$ cat config.mk
export PLATFORM = sky130hd
export DESIGN_NAME = job_queue_priority_sort_flat
export DESIGN_NICKNAME = d
export VERILOG_FILES = /design/src/rtl/core/jqps_pkg.sv /design/src/rtl/core/jqps_if.sv /design/src/rtl/core/jqps_best_unit.sv /design/src/rtl/core/job_queue_priority_sort.sv /design/src/flat_wrapper.sv
export SDC_FILE = /design/constraint.sdc
export NUM_CORES = 1
export LEC_CHECK = 0
export ABC_AREA = 1
export BUFFER_PORTS_ARGS = -buffer_cell sky130_fd_sc_hd__buf_4
export CAP_MARGIN = 10
export CORE_UTILIZATION = 50
export CTS_CLUSTER_SIZE = 28
export DETAILED_ROUTE_END_ITERATION = 10
export PLACE_DENSITY = 0.75
export SYNTH_ARGS = -nofsm -noshare
export SYNTH_HDL_FRONTEND = slang
export SYNTH_SLANG_ARGS = --single-unit
$ cat constraint.sdc
create_clock -name clock -period 8.12 [get_ports clock]
set_input_delay 1.624 -clock clock [delete_from_list [all_inputs] [get_ports clock]]
set_output_delay 1.624 -clock clock [all_outputs]
set_load 0.02 [all_outputs]
$ cat src/rtl/core/jqps_pkg.sv
`default_nettype none

package jqps_pkg;

   localparam int MODE_W   = 2;
   localparam int STATUS_W = 2;

   localparam logic [MODE_W-1:0] MODE_ENQUEUE = 2'd0;
   localparam logic [MODE_W-1:0] MODE_DEQUEUE = 2'd1;
   localparam logic [MODE_W-1:0] MODE_DRAIN   = 2'd2;

   localparam logic [STATUS_W-1:0] STATUS_OK    = 2'd0;
   localparam logic [STATUS_W-1:0] STATUS_EMPTY = 2'd1;
   localparam logic [STATUS_W-1:0] STATUS_FULL  = 2'd2;

   typedef enum logic [1:0] {
      ST_IDLE,
      ST_DEQ,
      ST_SCAN,
      ST_EMIT
   } state_type;

   // Control from the sequencer to the shared compare unit.
   typedef struct packed {
      logic clear;
      logic cand_valid;
   } best_ctrl_type;

endpackage

`default_nettype wire

$ cat src/rtl/core/jqps_if.sv
`default_nettype none

// Request channel: one item is a command with an optional job.
interface jqps_req_if #(
   parameter int VALUE_BITS = 16
);
   logic                               valid;
   logic                               ready;
   logic [jqps_pkg::MODE_W-1:0]        mode;
   logic signed [VALUE_BITS-1:0]       priority_req;
   logic signed [VALUE_BITS-1:0]       duration;

   modport source (output valid, mode, priority_req, duration, input ready);
   modport sink   (input valid, mode, priority_req, duration, output ready);
endinterface

// Response channel: one item is a status with an optional job.
interface jqps_rsp_if #(
   parameter int VALUE_BITS = 16
);
   logic                               valid;
   logic                               ready;
   logic [jqps_pkg::STATUS_W-1:0]      status;
   logic                               job_valid;
   logic signed [VALUE_BITS-1:0]       out_priority;
   logic signed [VALUE_BITS-1:0]       out_duration;
   logic                               last;

   modport source (output valid, status, job_valid, out_priority, out_duration, last,
                   input ready);
   modport sink   (input valid, status, job_valid, out_priority, out_duration, last,
                   output ready);
endinterface

`default_nettype wire

$ cat src/rtl/core/jqps_best_unit.sv
`default_nettype none

module jqps_best_unit #(
   parameter int VALUE_BITS = 16,
   parameter int SLOT_W     = 4
) (
   input  wire logic                          clock,
   input  wire logic                          reset,
   input  wire jqps_pkg::best_ctrl_type       ctrl,
   input  wire logic signed [VALUE_BITS-1:0]  cand_pri,
   input  wire logic signed [VALUE_BITS-1:0]  cand_dur,
   input  wire logic [SLOT_W-1:0]             cand_slot,
   output logic                               best_found,
   output logic signed [VALUE_BITS-1:0]       best_pri,
   output logic signed [VALUE_BITS-1:0]       best_dur,
   output logic [SLOT_W-1:0]                  best_slot
);
   import jqps_pkg::*;

   logic                          found_ff, found_in;
   logic signed [VALUE_BITS-1:0]  pri_ff, dur_ff;
   logic [SLOT_W-1:0]             slot_ff;
   logic                          take;

   // Candidates arrive oldest first, so a tie replaces the holder and the
   // newest of equal priority wins.
   assign take     = ctrl.cand_valid && (!found_ff || (cand_pri >= pri_ff));
   assign found_in = ctrl.clear ? 1'b0 : (found_ff || take);

   always_ff @(posedge clock) begin
      if (reset) begin
         found_ff <= 1'b0;
      end else begin
         found_ff <= found_in;
      end
   end

   always_ff @(posedge clock) begin
      if (take && !ctrl.clear) begin
         pri_ff  <= cand_pri;
         dur_ff  <= cand_dur;
         slot_ff <= cand_slot;
      end
   end

   assign best_found = found_ff;
   assign best_pri   = pri_ff;
   assign best_dur   = dur_ff;
   assign best_slot  = slot_ff;

endmodule

`default_nettype wire

$ cat src/rtl/core/job_queue_priority_sort.sv
// Enqueue results are registered directly; a dequeue first reads the store into the
// read data register. A finish item with n stored jobs runs n selection passes:
// n store reads into the shared compare unit, a settle step, then the best job emitted.
// A finish item on an empty store, and every status-only result, is registered directly.
// Synchronous active-high reset empties the store and the result register;
// store contents are not cleared and are never read before being written.
`default_nettype none

module job_queue_priority_sort #(
   parameter int DEPTH      = 16,
   parameter int VALUE_BITS = 16
) (
   input  wire logic    clock,
   input  wire logic    reset,
   jqps_req_if.sink     req_chan,
   jqps_rsp_if.source   rsp_chan
);
   import jqps_pkg::*;

   localparam int SLOT_W = (DEPTH > 1) ? $clog2(DEPTH) : 1;
   localparam int CNT_W  = $clog2(DEPTH + 1);
   localparam int SUM_W  = CNT_W + 1;

   localparam logic [SLOT_W-1:0] LAST_SLOT  = SLOT_W'(DEPTH - 1);
   localparam logic [CNT_W-1:0]  FULL_COUNT = CNT_W'(DEPTH);
   localparam logic [CNT_W-1:0]  ONE_COUNT  = CNT_W'(1);

   // The job store is a single-port style memory: one write or one read a
   // cycle, read data registered.
   logic [2*VALUE_BITS-1:0] store_mem [DEPTH];
   logic [2*VALUE_BITS-1:0] rd_data_ff;
   logic                    rd_en, wr_en;
   logic [SLOT_W-1:0]       rd_addr, wr_addr;

   // Sequencer and queue bookkeeping.
   state_type          state_ff, state_in;
   logic [SLOT_W-1:0]  oldest_ff, oldest_in;
   logic [CNT_W-1:0]   count_ff, count_in;

   // Selection pass bookkeeping. The taken bits mark jobs already emitted
   // during the current finish item, one bit per physical slot.
   logic [SLOT_W-1:0]  scan_slot_ff, scan_slot_in;
   logic [CNT_W-1:0]   scan_left_ff, scan_left_in;
   logic [CNT_W-1:0]   emit_left_ff, emit_left_in;
   logic [DEPTH-1:0]   taken_ff, taken_in;
   logic               cand_valid_ff, cand_valid_in;
   logic [SLOT_W-1:0]  cand_slot_ff, cand_slot_in;

   // Result register, which also decouples the two channels.
   logic                          rsp_valid_ff, rsp_valid_in;
   logic [STATUS_W-1:0]           rsp_status_ff, rsp_status_in;
   logic                          rsp_job_ff, rsp_job_in;
   logic signed [VALUE_BITS-1:0]  rsp_pri_ff, rsp_pri_in;
   logic signed [VALUE_BITS-1:0]  rsp_dur_ff, rsp_dur_in;
   logic                          rsp_last_ff, rsp_last_in;

   logic                          out_free;
   logic                          req_accept;
   logic [SUM_W-1:0]              tail_sum;
   logic [SLOT_W-1:0]             tail_slot;
   logic [SLOT_W-1:0]             oldest_next;
   logic [SLOT_W-1:0]             scan_next;

   best_ctrl_type                 best_ctrl;
   logic                          best_found;
   logic signed [VALUE_BITS-1:0]  best_pri, best_dur;
   logic [SLOT_W-1:0]             best_slot;
   logic signed [VALUE_BITS-1:0]  rd_pri, rd_dur;

   assign rd_pri = rd_data_ff[2*VALUE_BITS-1:VALUE_BITS];
   assign rd_dur = rd_data_ff[VALUE_BITS-1:0];

   // The result register can take a new item when it is empty or being
   // drained in this same cycle.
   assign out_free   = !rsp_valid_ff || rsp_chan.ready;
   assign req_chan.ready = (state_ff == ST_IDLE) && out_free;
   assign req_accept = req_chan.valid && req_chan.ready;

   // Slot behind the newest job; the sum stays below twice the depth, so one
   // compare and subtract wraps it.
   assign tail_sum  = SUM_W'(oldest_ff) + SUM_W'(count_ff);
   assign tail_slot = (tail_sum >= SUM_W'(DEPTH)) ? SLOT_W'(tail_sum - SUM_W'(DEPTH))
                                                  : SLOT_W'(tail_sum);
   assign oldest_next = (oldest_ff == LAST_SLOT) ? '0 : oldest_ff + 1'b1;
   assign scan_next   = (scan_slot_ff == LAST_SLOT) ? '0 : scan_slot_ff + 1'b1;

   always_comb begin
      state_in      = state_ff;
      oldest_in     = oldest_ff;
      count_in      = count_ff;
      scan_slot_in  = scan_slot_ff;
      scan_left_in  = scan_left_ff;
      emit_left_in  = emit_left_ff;
      taken_in      = taken_ff;
      cand_valid_in = 1'b0;
      cand_slot_in  = cand_slot_ff;
      rsp_valid_in  = rsp_valid_ff && !rsp_chan.ready;
      rsp_status_in = rsp_status_ff;
      rsp_job_in    = rsp_job_ff;
      rsp_pri_in    = rsp_pri_ff;
      rsp_dur_in    = rsp_dur_ff;
      rsp_last_in   = rsp_last_ff;
      rd_en         = 1'b0;
      rd_addr       = oldest_ff;
      wr_en         = 1'b0;
      wr_addr       = tail_slot;
      best_ctrl.clear = 1'b0;
      // A candidate that was already emitted in an earlier pass is skipped.
      best_ctrl.cand_valid = cand_valid_ff && !taken_ff[cand_slot_ff];

      case (state_ff)
         ST_IDLE: begin
            if (req_accept) begin
               case (req_chan.mode)
                  MODE_ENQUEUE: begin
                     // A full store drops the job and reports it.
                     rsp_valid_in = 1'b1;
                     rsp_job_in   = 1'b0;
                     rsp_pri_in   = '0;
                     rsp_dur_in   = '0;
                     rsp_last_in  = 1'b1;
                     if (count_ff == FULL_COUNT) begin
                        rsp_status_in = STATUS_FULL;
                     end else begin
                        rsp_status_in = STATUS_OK;
                        wr_en         = 1'b1;
                        count_in      = count_ff + 1'b1;
                     end
                  end
                  MODE_DEQUEUE: begin
                     if (count_ff == '0) begin
                        rsp_valid_in  = 1'b1;
                        rsp_status_in = STATUS_EMPTY;
                        rsp_job_in    = 1'b0;
                        rsp_pri_in    = '0;
                        rsp_dur_in    = '0;
                        rsp_last_in   = 1'b1;
                     end else begin
                        rd_en     = 1'b1;
                        rd_addr   = oldest_ff;
                        oldest_in = oldest_next;
                        count_in  = count_ff - 1'b1;
                        state_in  = ST_DEQ;
                     end
                  end
                  MODE_DRAIN: begin
                     if (count_ff == '0) begin
                        rsp_valid_in  = 1'b1;
                        rsp_status_in = STATUS_EMPTY;
                        rsp_job_in    = 1'b0;
                        rsp_pri_in    = '0;
                        rsp_dur_in    = '0;
                        rsp_last_in   = 1'b1;
                        oldest_in     = '0;
                     end else begin
                        taken_in        = '0;
                        scan_slot_in    = oldest_ff;
                        scan_left_in    = count_ff;
                        emit_left_in    = count_ff;
                        best_ctrl.clear = 1'b1;
                        state_in        = ST_SCAN;
                     end
                  end
                  default: begin
                     // The unused command is ignored.
                  end
               endcase
            end
         end

         ST_DEQ: begin
            if (out_free) begin
               rsp_valid_in  = 1'b1;
               rsp_status_in = STATUS_OK;
               rsp_job_in    = 1'b1;
               rsp_pri_in    = rd_pri;
               rsp_dur_in    = rd_dur;
               rsp_last_in   = 1'b1;
               state_in      = ST_IDLE;
            end
         end

         ST_SCAN: begin
            // Read the stored jobs oldest first, one per cycle; the compare
            // unit takes each one from the registered read data.
            if (scan_left_ff != '0) begin
               rd_en         = 1'b1;
               rd_addr       = scan_slot_ff;
               scan_slot_in  = scan_next;
               scan_left_in  = scan_left_ff - 1'b1;
               cand_valid_in = 1'b1;
               cand_slot_in  = scan_slot_ff;
            end else if (!cand_valid_ff) begin
               state_in = ST_EMIT;
            end
         end

         ST_EMIT: begin
            if (out_free) begin
               rsp_valid_in        = 1'b1;
               rsp_status_in       = STATUS_OK;
               rsp_job_in          = 1'b1;
               rsp_pri_in          = best_pri;
               rsp_dur_in          = best_dur;
               rsp_last_in         = (emit_left_ff == ONE_COUNT);
               taken_in[best_slot] = 1'b1;
               emit_left_in        = emit_left_ff - 1'b1;
               if (emit_left_ff == ONE_COUNT) begin
                  // The drained store starts over at slot zero.
                  oldest_in = '0;
                  count_in  = '0;
                  state_in  = ST_IDLE;
               end else begin
                  scan_slot_in    = oldest_ff;
                  scan_left_in    = count_ff;
                  best_ctrl.clear = 1'b1;
                  state_in        = ST_SCAN;
               end
            end
         end

         default: begin
            state_in = ST_IDLE;
         end
      endcase
   end

   always_ff @(posedge clock) begin
      if (reset) begin
         state_ff      <= ST_IDLE;
         oldest_ff     <= '0;
         count_ff      <= '0;
         rsp_valid_ff  <= 1'b0;
         cand_valid_ff <= 1'b0;
      end else begin
         state_ff      <= state_in;
         oldest_ff     <= oldest_in;
         count_ff      <= count_in;
         rsp_valid_ff  <= rsp_valid_in;
         cand_valid_ff <= cand_valid_in;
      end
   end

   always_ff @(posedge clock) begin
      scan_slot_ff  <= scan_slot_in;
      scan_left_ff  <= scan_left_in;
      emit_left_ff  <= emit_left_in;
      taken_ff      <= taken_in;
      cand_slot_ff  <= cand_slot_in;
      rsp_status_ff <= rsp_status_in;
      rsp_job_ff    <= rsp_job_in;
      rsp_pri_ff    <= rsp_pri_in;
      rsp_dur_ff    <= rsp_dur_in;
      rsp_last_ff   <= rsp_last_in;
   end

   always_ff @(posedge clock) begin
      if (wr_en) begin
         store_mem[wr_addr] <= {req_chan.priority_req, req_chan.duration};
      end
      if (rd_en) begin
         rd_data_ff <= store_mem[rd_addr];
      end
   end

   jqps_best_unit #(
      .VALUE_BITS (VALUE_BITS),
      .SLOT_W     (SLOT_W)
   ) u_best (
      .clock      (clock),
      .reset      (reset),
      .ctrl       (best_ctrl),
      .cand_pri   (rd_pri),
      .cand_dur   (rd_dur),
      .cand_slot  (cand_slot_ff),
      .best_found (best_found),
      .best_pri   (best_pri),
      .best_dur   (best_dur),
      .best_slot  (best_slot)
   );

   assign rsp_chan.valid        = rsp_valid_ff;
   assign rsp_chan.status       = rsp_status_ff;
   assign rsp_chan.job_valid    = rsp_job_ff;
   assign rsp_chan.out_priority = rsp_pri_ff;
   assign rsp_chan.out_duration = rsp_dur_ff;
   assign rsp_chan.last         = rsp_last_ff;

   // Every selection pass must have found a job that was not yet emitted.
   assert property (@(posedge clock) disable iff (reset)
      (state_ff == ST_EMIT) |-> best_found)
      else $error("emit state entered without a selected job");

   // The store never holds more jobs than it has slots, and the oldest slot stays in range.
   assert property (@(posedge clock) disable iff (reset)
      (count_ff <= FULL_COUNT) && (oldest_ff <= LAST_SLOT))
      else $error("job count or oldest slot out of range");

   // The final emitted job of a finish leaves the store empty at slot zero.
   assert property (@(posedge clock) disable iff (reset)
      (state_ff == ST_EMIT && out_free && emit_left_ff == ONE_COUNT)
      |=> (count_ff == '0 && oldest_ff == '0 && state_ff == ST_IDLE))
      else $error("store not emptied after the final emitted job");

   // A stored enqueue grows the count by exactly one.
   assert property (@(posedge clock) disable iff (reset)
      (req_accept && req_chan.mode == MODE_ENQUEUE && count_ff != FULL_COUNT)
      |=> (count_ff == $past(count_ff) + 1'b1))
      else $error("enqueue did not advance the job count");

endmodule

`default_nettype wire
$ cat src/flat_wrapper.sv
// flat-port wrapper written by rule: the top's interface ports become plain ports
module job_queue_priority_sort_flat import jqps_pkg::*;
#(
   parameter int DEPTH      = 16,
   parameter int VALUE_BITS = 16
)
  (clock, reset, req_chan_valid, req_chan_mode, req_chan_priority_req, req_chan_duration, req_chan_ready, rsp_chan_valid, rsp_chan_status, rsp_chan_job_valid, rsp_chan_out_priority, rsp_chan_out_duration, rsp_chan_last, rsp_chan_ready);
  jqps_req_if #(.VALUE_BITS(VALUE_BITS)) req_chan_i ();
  jqps_rsp_if #(.VALUE_BITS(VALUE_BITS)) rsp_chan_i ();
  input  wire logic clock;
  input  wire logic reset;
  input wire logic [$bits(req_chan_i.valid)-1:0] req_chan_valid;
  input wire logic [$bits(req_chan_i.mode)-1:0] req_chan_mode;
  input wire logic [$bits(req_chan_i.priority_req)-1:0] req_chan_priority_req;
  input wire logic [$bits(req_chan_i.duration)-1:0] req_chan_duration;
  output wire logic [$bits(req_chan_i.ready)-1:0] req_chan_ready;
  output wire logic [$bits(rsp_chan_i.valid)-1:0] rsp_chan_valid;
  output wire logic [$bits(rsp_chan_i.status)-1:0] rsp_chan_status;
  output wire logic [$bits(rsp_chan_i.job_valid)-1:0] rsp_chan_job_valid;
  output wire logic [$bits(rsp_chan_i.out_priority)-1:0] rsp_chan_out_priority;
  output wire logic [$bits(rsp_chan_i.out_duration)-1:0] rsp_chan_out_duration;
  output wire logic [$bits(rsp_chan_i.last)-1:0] rsp_chan_last;
  input wire logic [$bits(rsp_chan_i.ready)-1:0] rsp_chan_ready;
  assign req_chan_i.valid = req_chan_valid;
  assign req_chan_i.mode = req_chan_mode;
  assign req_chan_i.priority_req = req_chan_priority_req;
  assign req_chan_i.duration = req_chan_duration;
  assign req_chan_ready = req_chan_i.ready;
  assign rsp_chan_valid = rsp_chan_i.valid;
  assign rsp_chan_status = rsp_chan_i.status;
  assign rsp_chan_job_valid = rsp_chan_i.job_valid;
  assign rsp_chan_out_priority = rsp_chan_i.out_priority;
  assign rsp_chan_out_duration = rsp_chan_i.out_duration;
  assign rsp_chan_last = rsp_chan_i.last;
  assign rsp_chan_i.ready = rsp_chan_ready;
  job_queue_priority_sort #(.DEPTH(DEPTH), .VALUE_BITS(VALUE_BITS)) u_core (.clock(clock), .reset(reset), .req_chan(req_chan_i), .rsp_chan(rsp_chan_i));
endmodule
==> results.toml <==
[global_routing]
antenna_found_initial = 1
use_met2 = 0.381
use_met1 = 0.303
grt_pass1_vias = 20000
grt_overflow = 0
top_usage_layer = "met2"
grt_pass1_wl_mm = 108
grtUsageMet3 = 0.0417
grt.total_usage = 0.232
grt_max_degree = 105

[die]
die_area_um2 = 60100
coreArea_um2 = 58000
die_y_um = 245
dieWidth_um = 245
num_rows = 88
initial_core_util = 0.509
ios = 76

[hold_path]
hp-start = "u_core.rd_data_ff[1]$_DFFE_PP_"
hold_end = "u_core.u_best.best_dur[1]$_DFFE_PP_"
worstHoldPathCells = 0
worst_hold_path_type = "register to register"

[route]
avgViaCountPerCell = 5.49
ant_nets = 0
wire_per_inst_um = 18.9
drcViolationCount = 0
vias = 20000
wl_mm = 68.8
drt_iter0_drc = 2254
first_pass_iters = 6

[cells_and_area]
layout-drive-gt1-share = 0.0791
final_nets = 2896
synthToLayoutAreaGrowth_pct = 11.0
layout_common_cells = "650 x edfxtp_1, 638 x nand3_1, 595 x inv_1, 487 x nand2_1, 98 x buf_4"
mostFrequentLayoutCell = "edfxtp_1"
diodes = 0

[logic_synthesis]
yosysTopAreaCell = "edfxtp_1"
synth_top_area_share = 0.661
syn_area_um2 = 29500
synth.net_count = 2863
ys_seq_elements = 664
synth-edff-count = 650
synth-main-ff-cell = "edfxtp_1"
seq_area_frac_synth = 0.670
yosys_warnings = 0
ys_types = 37
avgSynthCellArea_um2 = 10.6
synth_area_leaders = "edfxtp_1 66%, nand3_1 11%, inv_1 7.6%"
netlist_instances = 2788
synthArstFlopShare = 0

[critical_path]
reg2regPathDepth = 13
cp-start-kind = "register"
cp_data_required_time_ns = 8.44
critPathKind = "register to register"
r2r_end = "u_core.rd_data_ff[13]$_DFFE_PP_"
r2r-start = "u_core.scan_left_ff[0]$_DFFE_PP_"
rrSetupSlack_ns = 3.67
cp_max_fo = 84
crit_path_end_kind = "register"
cp.arrival_ns = 4.77

[sta]
fin_tns_setup_ns = 0
max_freq_mhz = 225
period_needed_ns = 4.45
max-slew-margin-rel = 0.146
rsz0062_at_grt = "false"
hold_violations = 0
fin_crit_sh = 0.548
slew_violations = 0
fin_worst_skew_ns = 0.0240
setup_violations = 0
tightest_slew_ns = 1.28

[placed_design]
dpl.hpwl_mm = 38.8
numPortBuffers = 75
gp_congestion = 0.894

[outcome]
run_status = "finished, final reports clean"

[clocking]
postCtsHoldBufs = 0
cts-root-buf = "clkbuf_16"
cts_tree = "yes"
clk_pin_slew_worst_paths_ns = 0.06
clock_sinks = 664
cts_buffers = 68
clock_path_buffers = 3
cts.htree.levels = 3
cts_resized = 0
cts_setup_buffers = 0
clk_latency_ns = 0.61

[power_and_ir_drop]
pwr_density_cell_nw_per_um2 = 342
total_power_mw = 11.2
cellLeakagePower_nw = 13.7
ir_worst_vdd_uv = 334

[job]
cap_viol_max_count = 0
## worst max path at each step
stage / from / to / slack, ns / cells past startpoint
after floorplan: req_chan_mode[0] / u_core.rsp_chan.last$_SDFFCE_PN1P_ / 3.25 / 5
after global placement: req_chan_mode[0] / u_core.store_mem[13][21]$_DFFE_PP_ / 3.69 / 7
after detailed placement: req_chan_mode[0] / u_core.store_mem[3][26]$_DFFE_PP_ / 3.64 / 7
after CTS: u_core.scan_left_ff[0]$_DFFE_PP_ / u_core.rd_data_ff[13]$_DFFE_PP_ / 3.75 / 13
after global routing: u_core.scan_left_ff[0]$_DFFE_PP_ / u_core.rd_data_ff[13]$_DFFE_PP_ / 3.44 / 13
final: u_core.scan_left_ff[0]$_DFFE_PP_ / u_core.rd_data_ff[13]$_DFFE_PP_ / 3.67 / 13
## area by class of cell
cell class | count | area, um2
repair buffers | 99 | 756
clock inverters | 30 | 240
inverters | 597 | 2240
fillers | 4672 | 25200
well taps | 765 | 957
clock buffers | 88 | 1880
multi-input cells | 1391 | 6940
flip-flops and latches | 664 | 19800
## report_power, final
group          total (mW)  internal [mW]  switching [mW]
clock network        3.00           1.73            1.27
logic                3.80           1.07            2.72
registers            4.44           4.25           0.185
## per-stage QoR
stage,area (um2),worst slack (ns),utilization,hold slack (ns),std cells
floorplan,29500,3.25,-,0.426,2788
global placement,30700,3.69,0.529,0.435,3515
detailed placement,30700,3.64,0.529,0.437,3515
CTS,32800,3.75,0.565,0.447,3633
global route,32800,3.44,0.565,0.461,3634
finish,32800,3.67,0.565,0.450,3634
## kinds of logic after synthesis
logic type,synth area share
flip-flops,0.670
XOR/XNOR,0.00296
AND/OR/NAND/NOR,0.184
adder cells (fa/ha/maj),0.0162
buffers and inverters,0.102
AO/OA/AOI/OAI,0.0242
## synth_stat cells (all sizes together), types with 2 or more instances
library cell  instances
xnor2                 6
o22ai                 2
dfxtp                14
nand3               641
nand3b                3
o21ai                51
nand2               492
fa                    2
buf                 103
clkbuf               33
a21oi                44
edfxtp              650
o211ai                6
inv                 596
or2                   2
xor2                  4
nor3                  8
ha                   35
a22o                 16
nand4                 3
nor2                 70
## layer usage
metal  up-vias  routed length, um
met3       160               6730
li1       9286                  -
met5         -                 13
met4         2               2260
met1      9506              27200
met2      1004              32600
## flip-flops by register name, summed over array words and instances, names as in the netlist
register	cells
u_core.u_best.best_dur	16
u_core.store_mem	512
u_core.rsp_chan.status	2
u_core.cand_slot_ff	4
u_core.state_ff	2
u_core.taken_ff	16
u_core.rd_data_ff	32
u_core.oldest_ff	4
u_core.rsp_chan.out_duration	16
u_core.rsp_chan.job_valid	1
u_core.u_best.best_pri	16
u_core.count_ff	5
u_core.emit_left_ff	5
u_core.rsp_chan.out_priority	16
u_core.rsp_chan.valid	1
u_core.u_best.best_found	1
u_core.u_best.best_slot	4
u_core.cand_valid_ff	1
u_core.scan_slot_ff	4
u_core.rsp_chan.last	1
u_core.scan_left_ff	5
## worst max-delay path: stages, from the launching register on
cell and delay, ns:
edfxtp_1 0.42, inv_1 0.09, ha_1 0.23, nand3_2 0.21, nand2_2 0.40, nand2_2 0.07
buf_4 0.37, nand2_4 0.72, buf_4 0.89, nand2_1 0.11, nand3_1 0.12, nand3_1 0.10
nand3_1 0.20, nand2_1 0.16
Note: power is estimated with default switching activity, not from simulation.
